<file path="src/rtl/core/playfair_digraph_cipher_core_macros.svh">
// assertion helpers for the playfair core
`ifndef PLAYFAIR_DIGRAPH_CIPHER_CORE_MACROS_SVH
`define PLAYFAIR_DIGRAPH_CIPHER_CORE_MACROS_SVH

// property that must hold on every cycle out of reset
`define PFC_ASSERT_ALWAYS(label, clk, rst, prop, msg) \
  label: assert property (@(posedge clk) disable iff (rst) (prop)) else $error(msg);

// same-cycle implication
`define PFC_ASSERT_IMPLY(label, clk, rst, ante, cons, msg) \
  label: assert property (@(posedge clk) disable iff (rst) (ante) |-> (cons)) else $error(msg);

`endif

</file>
<file path="src/rtl/core/pfc_pkg.sv">
`default_nettype none
package pfc_pkg;

  localparam int NumLetters = 26;
  localparam int Side       = 5;
  localparam int Cells      = 25;

  localparam logic [4:0] LetterI = 5'd8;
  localparam logic [4:0] LetterJ = 5'd9;
  localparam logic [4:0] LetterZ = 5'd25;
  localparam logic [2:0] SideLast = 3'd4;
  localparam logic [2:0] RowFull  = 3'd5;

  typedef enum logic [1:0] {
    MODE_KEY     = 2'd0,
    MODE_FINISH  = 2'd1,
    MODE_ENCRYPT = 2'd2,
    MODE_CLEAR   = 2'd3
  } pfc_mode_t;

  typedef enum logic [2:0] {
    ST_ENC       = 3'd0,
    ST_ADDED     = 3'd1,
    ST_SKIPPED   = 3'd2,
    ST_COMPLETE  = 3'd3,
    ST_NOT_READY = 3'd4,
    ST_CLEARED   = 3'd5
  } pfc_status_t;

  typedef struct packed {
    logic        load;
    logic        key_step;
    logic        fill_start;
    logic        fill_step;
    logic        clear;
    logic        res_load;
    logic        cipher_load;
    pfc_status_t res_status;
    logic        out_load;
  } pfc_cmd_t;

  typedef struct packed {
    pfc_mode_t mode;
    logic      ready;
    logic      key_ok;
    logic      fill_last;
    logic      out_free;
  } pfc_stat_t;

  // saturate to z, then read j as i
  function automatic logic [4:0] plain_letter(input logic [4:0] x);
    logic [4:0] y;
    y = (x > LetterZ) ? LetterZ : x;
    if (y == LetterJ) begin
      y = LetterI;
    end
    return y;
  endfunction

  function automatic logic [2:0] inc_mod5(input logic [2:0] v);
    return (v == SideLast) ? 3'd0 : v + 3'd1;
  endfunction

  // row * 5 + col
  function automatic logic [4:0] cell_addr(input logic [2:0] r, input logic [2:0] c);
    return {r, 2'b00} + {2'b00, r} + {2'b00, c};
  endfunction

endpackage
`default_nettype wire

</file>
<file path="src/rtl/core/pfc_ram.sv">
`default_nettype none
module pfc_ram #(
  parameter int WIDTH = 8,
  parameter int DEPTH = 32
) (
  input  wire logic                     clk,
  input  wire logic                     we,
  input  wire logic [$clog2(DEPTH)-1:0] waddr,
  input  wire logic [WIDTH-1:0]         wdata,
  input  wire logic [$clog2(DEPTH)-1:0] raddr_a,
  input  wire logic [$clog2(DEPTH)-1:0] raddr_b,
  output logic      [WIDTH-1:0]         rdata_a,
  output logic      [WIDTH-1:0]         rdata_b
);

  logic [WIDTH-1:0] mem [DEPTH];

  always_ff @(posedge clk) begin
    if (we) begin
      mem[waddr] <= wdata;
    end
    rdata_a <= mem[raddr_a];
    rdata_b <= mem[raddr_b];
  end

endmodule
`default_nettype wire

</file>
<file path="src/rtl/core/pfc_ctrl.sv">
`default_nettype none
module pfc_ctrl
  import pfc_pkg::*;
(
  input  wire logic      clk,
  input  wire logic      rst,
  input  wire logic      in_valid,
  output logic           in_ready,
  input  wire pfc_stat_t stat,
  output pfc_cmd_t       cmd
);

  typedef enum logic [2:0] {
    S_IDLE,
    S_DECODE,
    S_FILL,
    S_ENC_CELL,
    S_EMIT
  } state_t;

  state_t state, state_next;

  always_comb begin
    state_next      = state;
    cmd             = '0;
    cmd.res_status  = ST_ENC;
    case (state)
      S_IDLE: begin
        if (in_valid && in_ready) begin
          cmd.load   = 1'b1;
          state_next = S_DECODE;
        end
      end
      S_DECODE: begin
        case (stat.mode)
          MODE_KEY: begin
            cmd.key_step   = 1'b1;
            cmd.res_load   = 1'b1;
            cmd.res_status = stat.key_ok ? ST_ADDED : ST_SKIPPED;
            state_next     = S_EMIT;
          end
          MODE_FINISH: begin
            if (stat.ready) begin
              cmd.res_load   = 1'b1;
              cmd.res_status = ST_COMPLETE;
              state_next     = S_EMIT;
            end else begin
              cmd.fill_start = 1'b1;
              state_next     = S_FILL;
            end
          end
          MODE_ENCRYPT: begin
            if (stat.ready) begin
              // square read issued this cycle from the looked-up places
              state_next = S_ENC_CELL;
            end else begin
              cmd.res_load   = 1'b1;
              cmd.res_status = ST_NOT_READY;
              state_next     = S_EMIT;
            end
          end
          default: begin
            cmd.clear      = 1'b1;
            cmd.res_load   = 1'b1;
            cmd.res_status = ST_CLEARED;
            state_next     = S_EMIT;
          end
        endcase
      end
      S_FILL: begin
        cmd.fill_step = 1'b1;
        if (stat.fill_last) begin
          cmd.res_load   = 1'b1;
          cmd.res_status = ST_COMPLETE;
          state_next     = S_EMIT;
        end
      end
      S_ENC_CELL: begin
        cmd.res_load    = 1'b1;
        cmd.cipher_load = 1'b1;
        cmd.res_status  = ST_ENC;
        state_next      = S_EMIT;
      end
      S_EMIT: begin
        if (stat.out_free) begin
          cmd.out_load = 1'b1;
          state_next   = S_IDLE;
        end
      end
      default: begin
        state_next = S_IDLE;
      end
    endcase
  end

  always_ff @(posedge clk) begin
    if (rst) begin
      state    <= S_IDLE;
      in_ready <= 1'b0;
    end else begin
      state    <= state_next;
      in_ready <= (state_next == S_IDLE);
    end
  end

endmodule
`default_nettype wire

</file>
<file path="src/rtl/core/pfc_datapath.sv">
`default_nettype none
module pfc_datapath
  import pfc_pkg::*;
(
  input  wire logic       clk,
  input  wire logic       rst,
  input  wire pfc_cmd_t   cmd,
  output pfc_stat_t       stat,
  input  wire logic [1:0] mode,
  input  wire logic [4:0] letter_a,
  input  wire logic [4:0] letter_b,
  output logic            out_valid,
  input  wire logic       out_ready,
  output logic      [4:0] cipher_a,
  output logic      [4:0] cipher_b,
  output logic      [2:0] status
);

  `include "playfair_digraph_cipher_core_macros.svh"

  pfc_mode_t             mode_q;
  logic [4:0]            key_q;
  logic [NumLetters-1:0] seen;
  logic [2:0]            fill_row;
  logic [2:0]            fill_col;
  logic                  square_ready;
  logic [4:0]            fill_k;
  logic [4:0]            res_a;
  logic [4:0]            res_b;
  pfc_status_t           res_st;

  logic       full;
  logic       key_seen;
  logic       key_ok;
  logic       fill_ok;
  logic       wr_en;
  logic [4:0] wr_letter;
  logic [4:0] fill_addr;
  logic [5:0] place_a;
  logic [5:0] place_b;
  logic [2:0] ra, xa, rb, xb;
  logic [2:0] ra_n, xa_n, rb_n, xb_n;
  logic [4:0] sq_raddr_a;
  logic [4:0] sq_raddr_b;
  logic [4:0] sq_rdata_a;
  logic [4:0] sq_rdata_b;

  assign full      = (fill_row == RowFull);
  assign fill_addr = cell_addr(fill_row, fill_col);
  assign key_seen  = (key_q <= LetterZ) ? seen[key_q] : 1'b1;
  assign key_ok    = !square_ready && (key_q != LetterJ) && !key_seen && !full;
  assign fill_ok   = (fill_k != LetterJ) && !seen[fill_k] && !full;
  assign wr_en     = (cmd.key_step && key_ok) || (cmd.fill_step && fill_ok);
  assign wr_letter = cmd.fill_step ? fill_k : key_q;

  assign stat.mode      = mode_q;
  assign stat.ready     = square_ready;
  assign stat.key_ok    = key_ok;
  assign stat.fill_last = (fill_k == LetterZ);
  assign stat.out_free  = !out_valid || out_ready;

  // place store holds {row, col} of each placed letter
  pfc_ram #(
    .WIDTH (6),
    .DEPTH (NumLetters)
  ) u_place_ram (
    .clk     (clk),
    .we      (wr_en),
    .waddr   (wr_letter),
    .wdata   ({fill_row, fill_col}),
    .raddr_a (plain_letter(letter_a)),
    .raddr_b (plain_letter(letter_b)),
    .rdata_a (place_a),
    .rdata_b (place_b)
  );

  assign ra = place_a[5:3];
  assign xa = place_a[2:0];
  assign rb = place_b[5:3];
  assign xb = place_b[2:0];

  // identical letters fall into the same-row rule
  always_comb begin
    if (ra == rb) begin
      ra_n = ra;
      xa_n = inc_mod5(xa);
      rb_n = rb;
      xb_n = inc_mod5(xb);
    end else if (xa == xb) begin
      ra_n = inc_mod5(ra);
      xa_n = xa;
      rb_n = inc_mod5(rb);
      xb_n = xb;
    end else begin
      ra_n = ra;
      xa_n = xb;
      rb_n = rb;
      xb_n = xa;
    end
  end

  assign sq_raddr_a = cell_addr(ra_n, xa_n);
  assign sq_raddr_b = cell_addr(rb_n, xb_n);

  pfc_ram #(
    .WIDTH (5),
    .DEPTH (Cells)
  ) u_square_ram (
    .clk     (clk),
    .we      (wr_en),
    .waddr   (fill_addr),
    .wdata   (wr_letter),
    .raddr_a (sq_raddr_a),
    .raddr_b (sq_raddr_b),
    .rdata_a (sq_rdata_a),
    .rdata_b (sq_rdata_b)
  );

  always_ff @(posedge clk) begin
    if (rst) begin
      seen         <= '0;
      fill_row     <= 3'd0;
      fill_col     <= 3'd0;
      square_ready <= 1'b0;
      fill_k       <= 5'd0;
      out_valid    <= 1'b0;
    end else begin
      if (cmd.clear) begin
        seen         <= '0;
        fill_row     <= 3'd0;
        fill_col     <= 3'd0;
        square_ready <= 1'b0;
      end else begin
        if (wr_en) begin
          seen[wr_letter] <= 1'b1;
          if (fill_col == SideLast) begin
            fill_col <= 3'd0;
            fill_row <= fill_row + 3'd1;
          end else begin
            fill_col <= fill_col + 3'd1;
          end
        end
        if (cmd.fill_step && stat.fill_last) begin
          square_ready <= 1'b1;
        end
      end
      if (cmd.fill_start) begin
        fill_k <= 5'd0;
      end else if (cmd.fill_step) begin
        fill_k <= fill_k + 5'd1;
      end
      if (cmd.out_load) begin
        out_valid <= 1'b1;
      end else if (out_ready) begin
        out_valid <= 1'b0;
      end
    end
  end

  always_ff @(posedge clk) begin
    if (cmd.load) begin
      mode_q <= pfc_mode_t'(mode);
      key_q  <= letter_a;
    end
    if (cmd.res_load) begin
      res_st <= cmd.res_status;
      res_a  <= cmd.cipher_load ? sq_rdata_a : 5'd0;
      res_b  <= cmd.cipher_load ? sq_rdata_b : 5'd0;
    end
    if (cmd.out_load) begin
      cipher_a <= res_a;
      cipher_b <= res_b;
      status   <= res_st;
    end
  end

  `PFC_ASSERT_ALWAYS(a_seen_matches_fill, clk, rst, $countones(seen) == int'(fill_addr), "seen count differs from fill count")
  `PFC_ASSERT_IMPLY(a_ready_full, clk, rst, square_ready, full && !seen[LetterJ], "ready square not full")
  `PFC_ASSERT_IMPLY(a_no_write_ready, clk, rst, wr_en, !square_ready, "square written after finish")
  `PFC_ASSERT_IMPLY(a_out_no_overrun, clk, rst, cmd.out_load, stat.out_free, "result overwrote pending word")

endmodule
`default_nettype wire

</file>
<file path="src/rtl/core/playfair_digraph_cipher_core.sv">
// key, clear and refused items pass the decode and emit states before out_valid;
// a pair passes decode, cell read and emit; a filling finish adds the fill state
// a new item is taken only in idle, once the last result has left emit; the finish walks
// all 26 letters one per cycle and each pair makes two dependent RAM reads in series
// reset clears the seen flags, fill count, ready flag and output valid flag; the square
// and place RAMs get no clearing pass and are undefined until written
`default_nettype none
module playfair_digraph_cipher_core
  import pfc_pkg::*;
(
  input  wire logic       clk,
  input  wire logic       rst,
  input  wire logic       in_valid,
  output logic            in_ready,
  input  wire logic [1:0] mode,
  input  wire logic [4:0] letter_a,
  input  wire logic [4:0] letter_b,
  output logic            out_valid,
  input  wire logic       out_ready,
  output logic      [4:0] cipher_a,
  output logic      [4:0] cipher_b,
  output logic      [2:0] status
);

  pfc_cmd_t  cmd;
  pfc_stat_t stat;

  pfc_ctrl u_ctrl (
    .clk      (clk),
    .rst      (rst),
    .in_valid (in_valid),
    .in_ready (in_ready),
    .stat     (stat),
    .cmd      (cmd)
  );

  pfc_datapath u_datapath (
    .clk       (clk),
    .rst       (rst),
    .cmd       (cmd),
    .stat      (stat),
    .mode      (mode),
    .letter_a  (letter_a),
    .letter_b  (letter_b),
    .out_valid (out_valid),
    .out_ready (out_ready),
    .cipher_a  (cipher_a),
    .cipher_b  (cipher_b),
    .status    (status)
  );

endmodule
`default_nettype wire
</file>
<file path="config.mk">
export PLATFORM = sky130hd
export DESIGN_NAME = playfair_digraph_cipher_core
export DESIGN_NICKNAME = d
export VERILOG_FILES = /design/src/rtl/core/pfc_pkg.sv /design/src/rtl/core/pfc_ram.sv /design/src/rtl/core/pfc_ctrl.sv /design/src/rtl/core/pfc_datapath.sv /design/src/rtl/core/playfair_digraph_cipher_core.sv
export VERILOG_INCLUDE_DIRS = /design/src /design/src/rtl/core
export SDC_FILE = /design/constraint.sdc
export NUM_CORES = 1
export LEC_CHECK = 0
export ABC_AREA = 0
export BUFFER_PORTS_ARGS = -buffer_cell sky130_fd_sc_hd__buf_4
export CORE_ASPECT_RATIO = 2
export CORE_MARGIN = 1.5
export CORE_UTILIZATION = 55
export CTS_BUF_LIST = sky130_fd_sc_hd__clkbuf_4
export CTS_CLUSTER_DIAMETER = 80
export DETAILED_ROUTE_END_ITERATION = 10
export GPL_ROUTABILITY_DRIVEN = 0
export PLACE_DENSITY = 0.77
export SYNTH_ARGS = -nofsm -noshare
export SYNTH_HDL_FRONTEND = slang
export SYNTH_SLANG_ARGS = --single-unit
export TNS_END_PERCENT = 1
</file>
<file path="constraint.sdc">
create_clock -name clk -period 7 [get_ports clk]
set_input_delay 1.75 -clock clk [delete_from_list [all_inputs] [get_ports clk]]
set_output_delay 1.75 -clock clk [all_outputs]
set_load 0.05 [all_outputs]
</file>
==> impl_metrics.ini, run 1 <==
[clocking]
cts.reportedPaths.clkPinSlew_ps = 90
cts_inserted_buffers = 83
cts_hold_buffers = 0
max-clock-path-buffers = 3
tritoncts_clock_tree = yes
clkSinkCount = 379
worst_skew_pair.late_latency_ps = 840
post_cts_buffers = 0
clock_root_buffer = sky130_fd_sc_hd__clkbuf_4
post_cts_resized = 0
ctsHtreeMaxLevel = 3

[global_route]
grt-ovfl-total = 0
grt_antenna_before_repair = 2
pin_count_of_the_biggest_net_entering_global_routing = 37
grtUsageTotal_pct = 32.5
grt_pass1_vias = 13629
global_route_wire_length_before_repair_um = 81500

[cells_and_area]
synthToLayoutAreaGrowth_pct = 10.1
nNetsFinal = 1504
final_core_utilization_pct = 61.4
final_common_cell = sky130_fd_sc_hd__edfxtp_1
fin_cells = 1953
layout-drive-gt1-share_pct = 22.8
mostFrequentLayoutCells = 314 x sky130_fd_sc_hd__edfxtp_1, 145 x sky130_fd_sc_hd__nand2_1, 118 x sky130_fd_sc_hd__clkbuf_4

[hold_path]
hold_path_class = register to register
hold_path_startpoint = u_datapath.res_st[1]

[timing]
timing.slew.headroom_pct = 11.0
maxClockFrequency_mhz = 209
report.final.setup_viol = 0
rsz_0062_raised_after_global_routing = no
fin_crit_ps = 4790
worst_clock_skew_ps = 64.6
report.final.hold_viol_count = 0
worstMarginPinSlew_ps = 1320
finalHoldWorstSlack_ps = 418
setup_tns_ps = 0
final-max-slew-violation-count = 0
timing.final.crit_share_pct = 68.4

[status]
status = finished clean

[synth]
syn-mean-instance-area_um2 = 13.4
synthDominantCellAreaShare_pct = 51.3
synth_warnings = 0
yosysTopAreaCell = sky130_fd_sc_hd__edfxtp_1
ys_async_sr_fraction_pct = 0
yosysSeqAreaShare_pct = 58.4
synth_net_count = 1431
ys.flop_type = sky130_fd_sc_hd__edfxtp_1
synth_cells = 1376
mappedNetlistArea_um2 = 18400
yosys_register_bits = 379
post_synth_main_area_contributors = sky130_fd_sc_hd__edfxtp_1 51%, sky130_fd_sc_hd__mux4_2 12%, sky130_fd_sc_hd__dfxtp_1 7.1%
edff_count_synth = 314
synth_cell_types = 68

[worst_setup_path]
crit_path_max_incr_delay_ps = 980
setup.worst_path.start = u_datapath.u_place_ram.rdata_a[3]
timing.critical_path.from_type = register
worstReg2RegStart = u_datapath.u_place_ram.rdata_a[3]
end_kind = register
cpMaxStageDelayCell = sky130_fd_sc_hd__fa_1
worstPathArrival_ps = 5490
maximum_fanout_along_the_worst_path = 13
crit_required_ps = 7700
timing.critical_path.cells = xor2_1 > nor3_1 > nor4_1 > buf_4 > o21ai_0 > inv_1 > fa_1 > inv_1 > fa_1 > mux2i_1 > o21ai_0 > mux2_2
timing_worst_setup_path_type = register to register

[floorplanning]
die-area_um2 = 34600
std_cell_rows = 94
die_width_um = 132
initial_utilization_pct = 55.8
fp.dieH_um = 262
core_area_um2 = 32900
io_pins = 31

[placed_design]
post-place-cells = 1796
portBuffers = 30
post-dp-hpwl_um = 38800

[power_and_ir_drop]
ratio_of_total_power_to_cell_area_nw_per_um2 = 305
vdd.ir_drop.worst_mv = 0.198
power.static_leakage_nw = 6.99
totalPowerFinal_mw = 6.18

[run]
drv_cap = 0

[routing]
dr.pass1.iters = 6
drt_iter0_drc = 1579
routed_wire_length_per_instance_um = 28.1
post-route-drc-count = 0
vias = 13261
detail_route.wirelength_um = 54800
via_density_per_instance = 6.79
ant_nets = 0
-- state kept, by name (all words and copies together) (netlist names), 6 cells and up --
signal and count:
u_datapath.seen 26, u_datapath.u_place_ram.mem 156, u_datapath.u_place_ram.rdata_a 6, u_datapath.u_place_ram.rdata_b 6
u_datapath.u_square_ram.mem 125
-- cell families after synthesis --
logic type | after synthesis | synth area share, %
AO/OA/AOI/OAI | 288 | 10.6
XOR/XNOR | 17 | 0.892
adder cells (fa/ha/maj) | 39 | 2.90
buffers and inverters | 122 | 2.89
flip-flops | 379 | 58.4
multiplexers | 153 | 14.8
AND/OR/NAND/NOR | 378 | 9.49
-- worst paths after layout --
kind / endpoint / slack, ps / depth (start not counted)
min reg2reg: u_datapath.status[1] / 420 / 0
max reg2reg: u_datapath.u_square_ram.rdata_b[1] / 2210 / 12
min: u_datapath.status[1] / 420 / 0
max: u_datapath.u_square_ram.rdata_b[1] / 2210 / 12
-- critical path, delay by kind of cell, from the launching register on --
family | cells | cell delay (ps)
multiplexers | 2 | 600
buffers and inverters | 3 | 410
XOR/XNOR | 1 | 110
AO/OA/AOI/OAI | 2 | 440
AND/OR/NAND/NOR | 2 | 1040
flip-flops | 1 | 500
adder cells (fa/ha/maj) | 2 | 1540
-- layer usage --
| metal | track usage (%) | routed length (um) | vias up |
|---|---|---|---|
| met5 | 0 | 0 | - |
| met4 | 29.9 | 5890 | 0 |
| met3 | 8.27 | 4450 | 383 |
| met2 | 59.8 | 29100 | 931 |
| met1 | 28.4 | 15300 | 6346 |
| li1 | - | - | 5601 |
-- Yosys cell counts, types with 10 or more instances --
cell type,count
sky130_fd_sc_hd__edfxtp_1,314
sky130_fd_sc_hd__nand2_1,145
sky130_fd_sc_hd__mux4_2,94
sky130_fd_sc_hd__nor2_1,81
sky130_fd_sc_hd__dfxtp_1,65
sky130_fd_sc_hd__o21ai_0,61
sky130_fd_sc_hd__a21oi_1,50
sky130_fd_sc_hd__clkbuf_1,48
sky130_fd_sc_hd__mux2i_1,45
sky130_fd_sc_hd__nor3_1,40
sky130_fd_sc_hd__inv_1,38
sky130_fd_sc_hd__ha_1,33
sky130_fd_sc_hd__nand3_1,28
sky130_fd_sc_hd__o21a_1,24
sky130_fd_sc_hd__o221ai_1,22
sky130_fd_sc_hd__o22ai_1,20
sky130_fd_sc_hd__a31oi_1,17
sky130_fd_sc_hd__buf_2,16
sky130_fd_sc_hd__mux2_2,14
sky130_fd_sc_hd__and2_1,13
sky130_fd_sc_hd__xor2_1,13
sky130_fd_sc_hd__and3_1,11
sky130_fd_sc_hd__nor2b_1,10
sky130_fd_sc_hd__o211ai_1,10
-- area by class of cell --
type                            count  area [um2]
Clock inverter                     34         223
Sequential cell                   379       10700
Fill cell                        2551       12700
Timing Repair Buffer               70         526
Antenna cell                        5        12.5
Multi-Input combinational cell    875        7170
Tap cell                          432         541
Inverter                           40         150
Clock buffer                      118         886
-- stage by stage --
step | worst slack, ps | area [um2]
floorplan | 3070 | 18400
global placement | 2270 | 19100
detailed placement | 2230 | 19100
CTS | 2250 | 20200
global route | 1950 | 20200
finish | 2210 | 20200
-- power by group --
group / total [mW] / leakage, nW / internal, mW / switching [mW]
Sequential: 2.52 / 3.40 / 2.48 / 0.0403
Combinational: 1.87 / 2.92 / 0.884 / 0.991
Clock: 1.79 / 0.661 / 0.897 / 0.889
Power figures use the tool's default switching activity.
==> run 2, diff against run 1 <==
--- a/config.mk
+++ b/config.mk
@@ -15,7 +15,7 @@
 export CTS_CLUSTER_DIAMETER = 80
 export DETAILED_ROUTE_END_ITERATION = 10
 export GPL_ROUTABILITY_DRIVEN = 0
-export PLACE_DENSITY = 0.77
+export PLACE_DENSITY = 0.8
 export SYNTH_ARGS = -nofsm -noshare
 export SYNTH_HDL_FRONTEND = slang
 export SYNTH_SLANG_ARGS = --single-unit
==> constraint.sdc (replaced) <==
create_clock -name clk -period 4.32 [get_ports clk]
set_input_delay 1.08 -clock clk [delete_from_list [all_inputs] [get_ports clk]]
set_output_delay 1.08 -clock clk [all_outputs]
set_load 0.05 [all_outputs]
==> run 2 against run 1 <==
Compared with the run above:
- maximum frequency is 28% higher
- non-clock buffer count grew 37
- clock-buffer cell count down 1
- clock skew rose by 2.3 ps
- die area unchanged
- worst setup slack worse by 1600 ps
- global-route usage up 0.43 points
- sequential share of layout area shrank 0.70 points
- cell count grew 1.6%
==> impl_metrics.ini, run 2 (same netlist as run 1, synthesis figures left out) <==
[cells_and_area]
filler_cell_count_in_the_final_layout = 2492
synthToLayoutAreaGrowth_pct = 11.6
layout-drive-gt1-share_pct = 24.2
largest_reg_flops = 156
nNetsFinal = 1538
top_register = u_datapath.u_place_ram.mem
final_common_cell = sky130_fd_sc_hd__edfxtp_1
mostFrequentLayoutCells = 314 x sky130_fd_sc_hd__edfxtp_1, 145 x sky130_fd_sc_hd__nand2_1, 117 x sky130_fd_sc_hd__clkbuf_4
layout_top_registers = u_datapath.u_place_ram.mem (156), u_datapath.u_square_ram.mem (125), u_datapath.seen (26)

[run]
drv_cap = 0

[worst_setup_path]
timing_worst_setup_path_type = register to register
reg2reg_to = u_datapath.u_square_ram.rdata_a[2]
setup.worst_path.start = u_datapath.u_place_ram.rdata_a[5]
cells_on_worst_reg2reg_path = 14
worstPathArrival_ps = 4340
end_kind = register
timing.critical_path.cells = xor2_1 > nor3_1 > nor4_1 > buf_4 > nand2_1 > o21ai_0 > inv_1 > fa_1 > inv_1 > fa_1 > xor2_1 > buf_4 > mux4_2 > mux2_2
timing.critical_path.from_type = register
worstSetupPathDepth = 14
critPathBufInv = 4
crit_end = u_datapath.u_square_ram.rdata_a[2]
cpMaxStageDelayCell = sky130_fd_sc_hd__fa_1
worstReg2RegStart = u_datapath.u_place_ram.rdata_a[5]
maximum_fanout_along_the_worst_path = 15
cpLargestDelayFamily = adder cells
reg2reg_setup_slack_ps = 590
crit_path_max_incr_delay_ps = 530
crit_required_ps = 4920

[clocking]
cts.reportedPaths.clkPinSlew_ps = 80
clkSinkCount = 379
ctsHtreeMaxLevel = 3
cts_hold_buffers = 0
clock_root_buffer = sky130_fd_sc_hd__clkbuf_4
cts_inserted_buffers = 80
max-clock-path-buffers = 3
tritoncts_clock_tree = yes
post_cts_buffers = 0
post_cts_resized = 0
worst_skew_pair.late_latency_ps = 780

[floorplanning]
die-area_um2 = 34600
io_pins = 31
core_area_um2 = 32900
initial_utilization_pct = 55.8
die_width_um = 132
fp.dieH_um = 262
std_cell_rows = 94

[timing]
rsz_0062_raised_after_global_routing = no
timing.final.crit_share_pct = 86.4
worstMarginPinSlew_ps = 1230
final-max-slew-violation-count = 0
maxClockFrequency_mhz = 268
final.setup.worst_slack_ps = 587
fin_crit_ps = 3730
report.final.hold_viol_count = 0
timing.slew.headroom_pct = 15.8
report.final.setup_viol = 0
worst_clock_skew_ps = 66.9
setup_tns_ps = 0

[placed_design]
portBuffers = 30
dp_slack_ps = 207
post-dp-hpwl_um = 39500

[global_route]
grtUsageTotal_pct = 32.9
global_route_wire_length_before_repair_um = 82200
grt_antenna_before_repair = 2
grt_pass1_vias = 13600
grt-ovfl-total = 0
pin_count_of_the_biggest_net_entering_global_routing = 35

[power_and_ir_drop]
vdd.ir_drop.worst_mv = 0.354
sw_frac_of_total_pct = 30.7
clock_power_share_pct = 28.1
power.share.sequential_pct = 40.7
switching_power_mw = 3.08
power.static_leakage_nw = 7.18
ratio_of_total_power_to_cell_area_nw_per_um2 = 490
p_comb_share_pct = 31.2
internal_power_mw = 6.96

[routing]
routed_wire_length_per_instance_um = 28.0
vias = 13311
detail_route.wirelength_um = 55600
drt_iter0_drc = 1917
ant_nets = 0
post-route-drc-count = 0
via_density_per_instance = 6.71
dr.pass1.iters = 10

[status]
status = finished clean

[hold_path]
hold_path_class = register to register
==> run 2: cell count changes in the layout (fill, tap and decap cells not counted), moves of 3 or more <==
cell                       previous run  this run
sky130_fd_sc_hd__clkinv_2            10         7
sky130_fd_sc_hd__nor3_1              34        40
sky130_fd_sc_hd__diode_2              5         2
sky130_fd_sc_hd__buf_4               70       104
sky130_fd_sc_hd__buf_12               0         3
sky130_fd_sc_hd__nor3_2               6         0
==> run 2: power by group through the flow <==
stage	logic [mW]	clock network, mW	registers, mW
final	3.13	2.82	4.08
after global routing	3.29	3.02	4.09
after CTS	3.12	2.87	4.08
after detailed placement	3.11	0	4.16
after global placement	3.05	0	4.16
after floorplan	2.20	0	4.13
==> run 2: worst min-delay path by stage <==
stage | start | end | slack (ps) | depth (start not counted)
after floorplan | u_datapath.res_a[0] | u_datapath.cipher_a[0] | 400 | 0
after global placement | u_datapath.res_b[3] | u_datapath.cipher_b[3] | 400 | 0
after detailed placement | u_datapath.res_a[1] | u_datapath.cipher_a[1] | 410 | 0
after CTS | u_datapath.res_a[1] | u_datapath.cipher_a[1] | 420 | 0
after global routing | u_datapath.res_a[1] | u_datapath.cipher_a[1] | 430 | 0
final | u_datapath.res_a[1] | u_datapath.cipher_a[1] | 420 | 0
==> run 2: per-layer routing <==
layer / track usage (%) / wire, um / up-vias
li1: - / - / 5630
met1: 29.5 / 15500 / 6345
met2: 59.9 / 28900 / 977
met3: 7.28 / 4700 / 359
met4: 31.8 / 6550 / 0
met5: 0 / 0 / -
==> run 2: final cells by class <==
type / instances / area [um2] / share of cell area [%]
Antenna cell: 2 / 5.00 / 0.0244
Clock buffer: 117 / 878 / 4.28
Clock inverter: 32 / 224 / 1.09
Inverter: 40 / 150 / 0.732
Multi-Input combinational cell: 875 / 7140 / 34.8
Sequential cell: 379 / 10700 / 52.3
Tap cell: 432 / 541 / 2.64
Timing Repair Buffer: 107 / 841 / 4.10
==> run 2: metrics by stage <==
step / power [mW] / hold WS, ps / utilization, % / instances / cell area, um2
floorplan: 6.33 / 400 / - / 1376 / 18400
global placement: 7.21 / 403 / 58.9 / 1833 / 19400
detailed placement: 7.28 / 409 / 58.9 / 1833 / 19400
CTS: 10.1 / 423 / 62.3 / 1982 / 20500
global route: 10.4 / 427 / 62.3 / 1984 / 20500
finish: 10.0 / 423 / 62.3 / 1984 / 20500
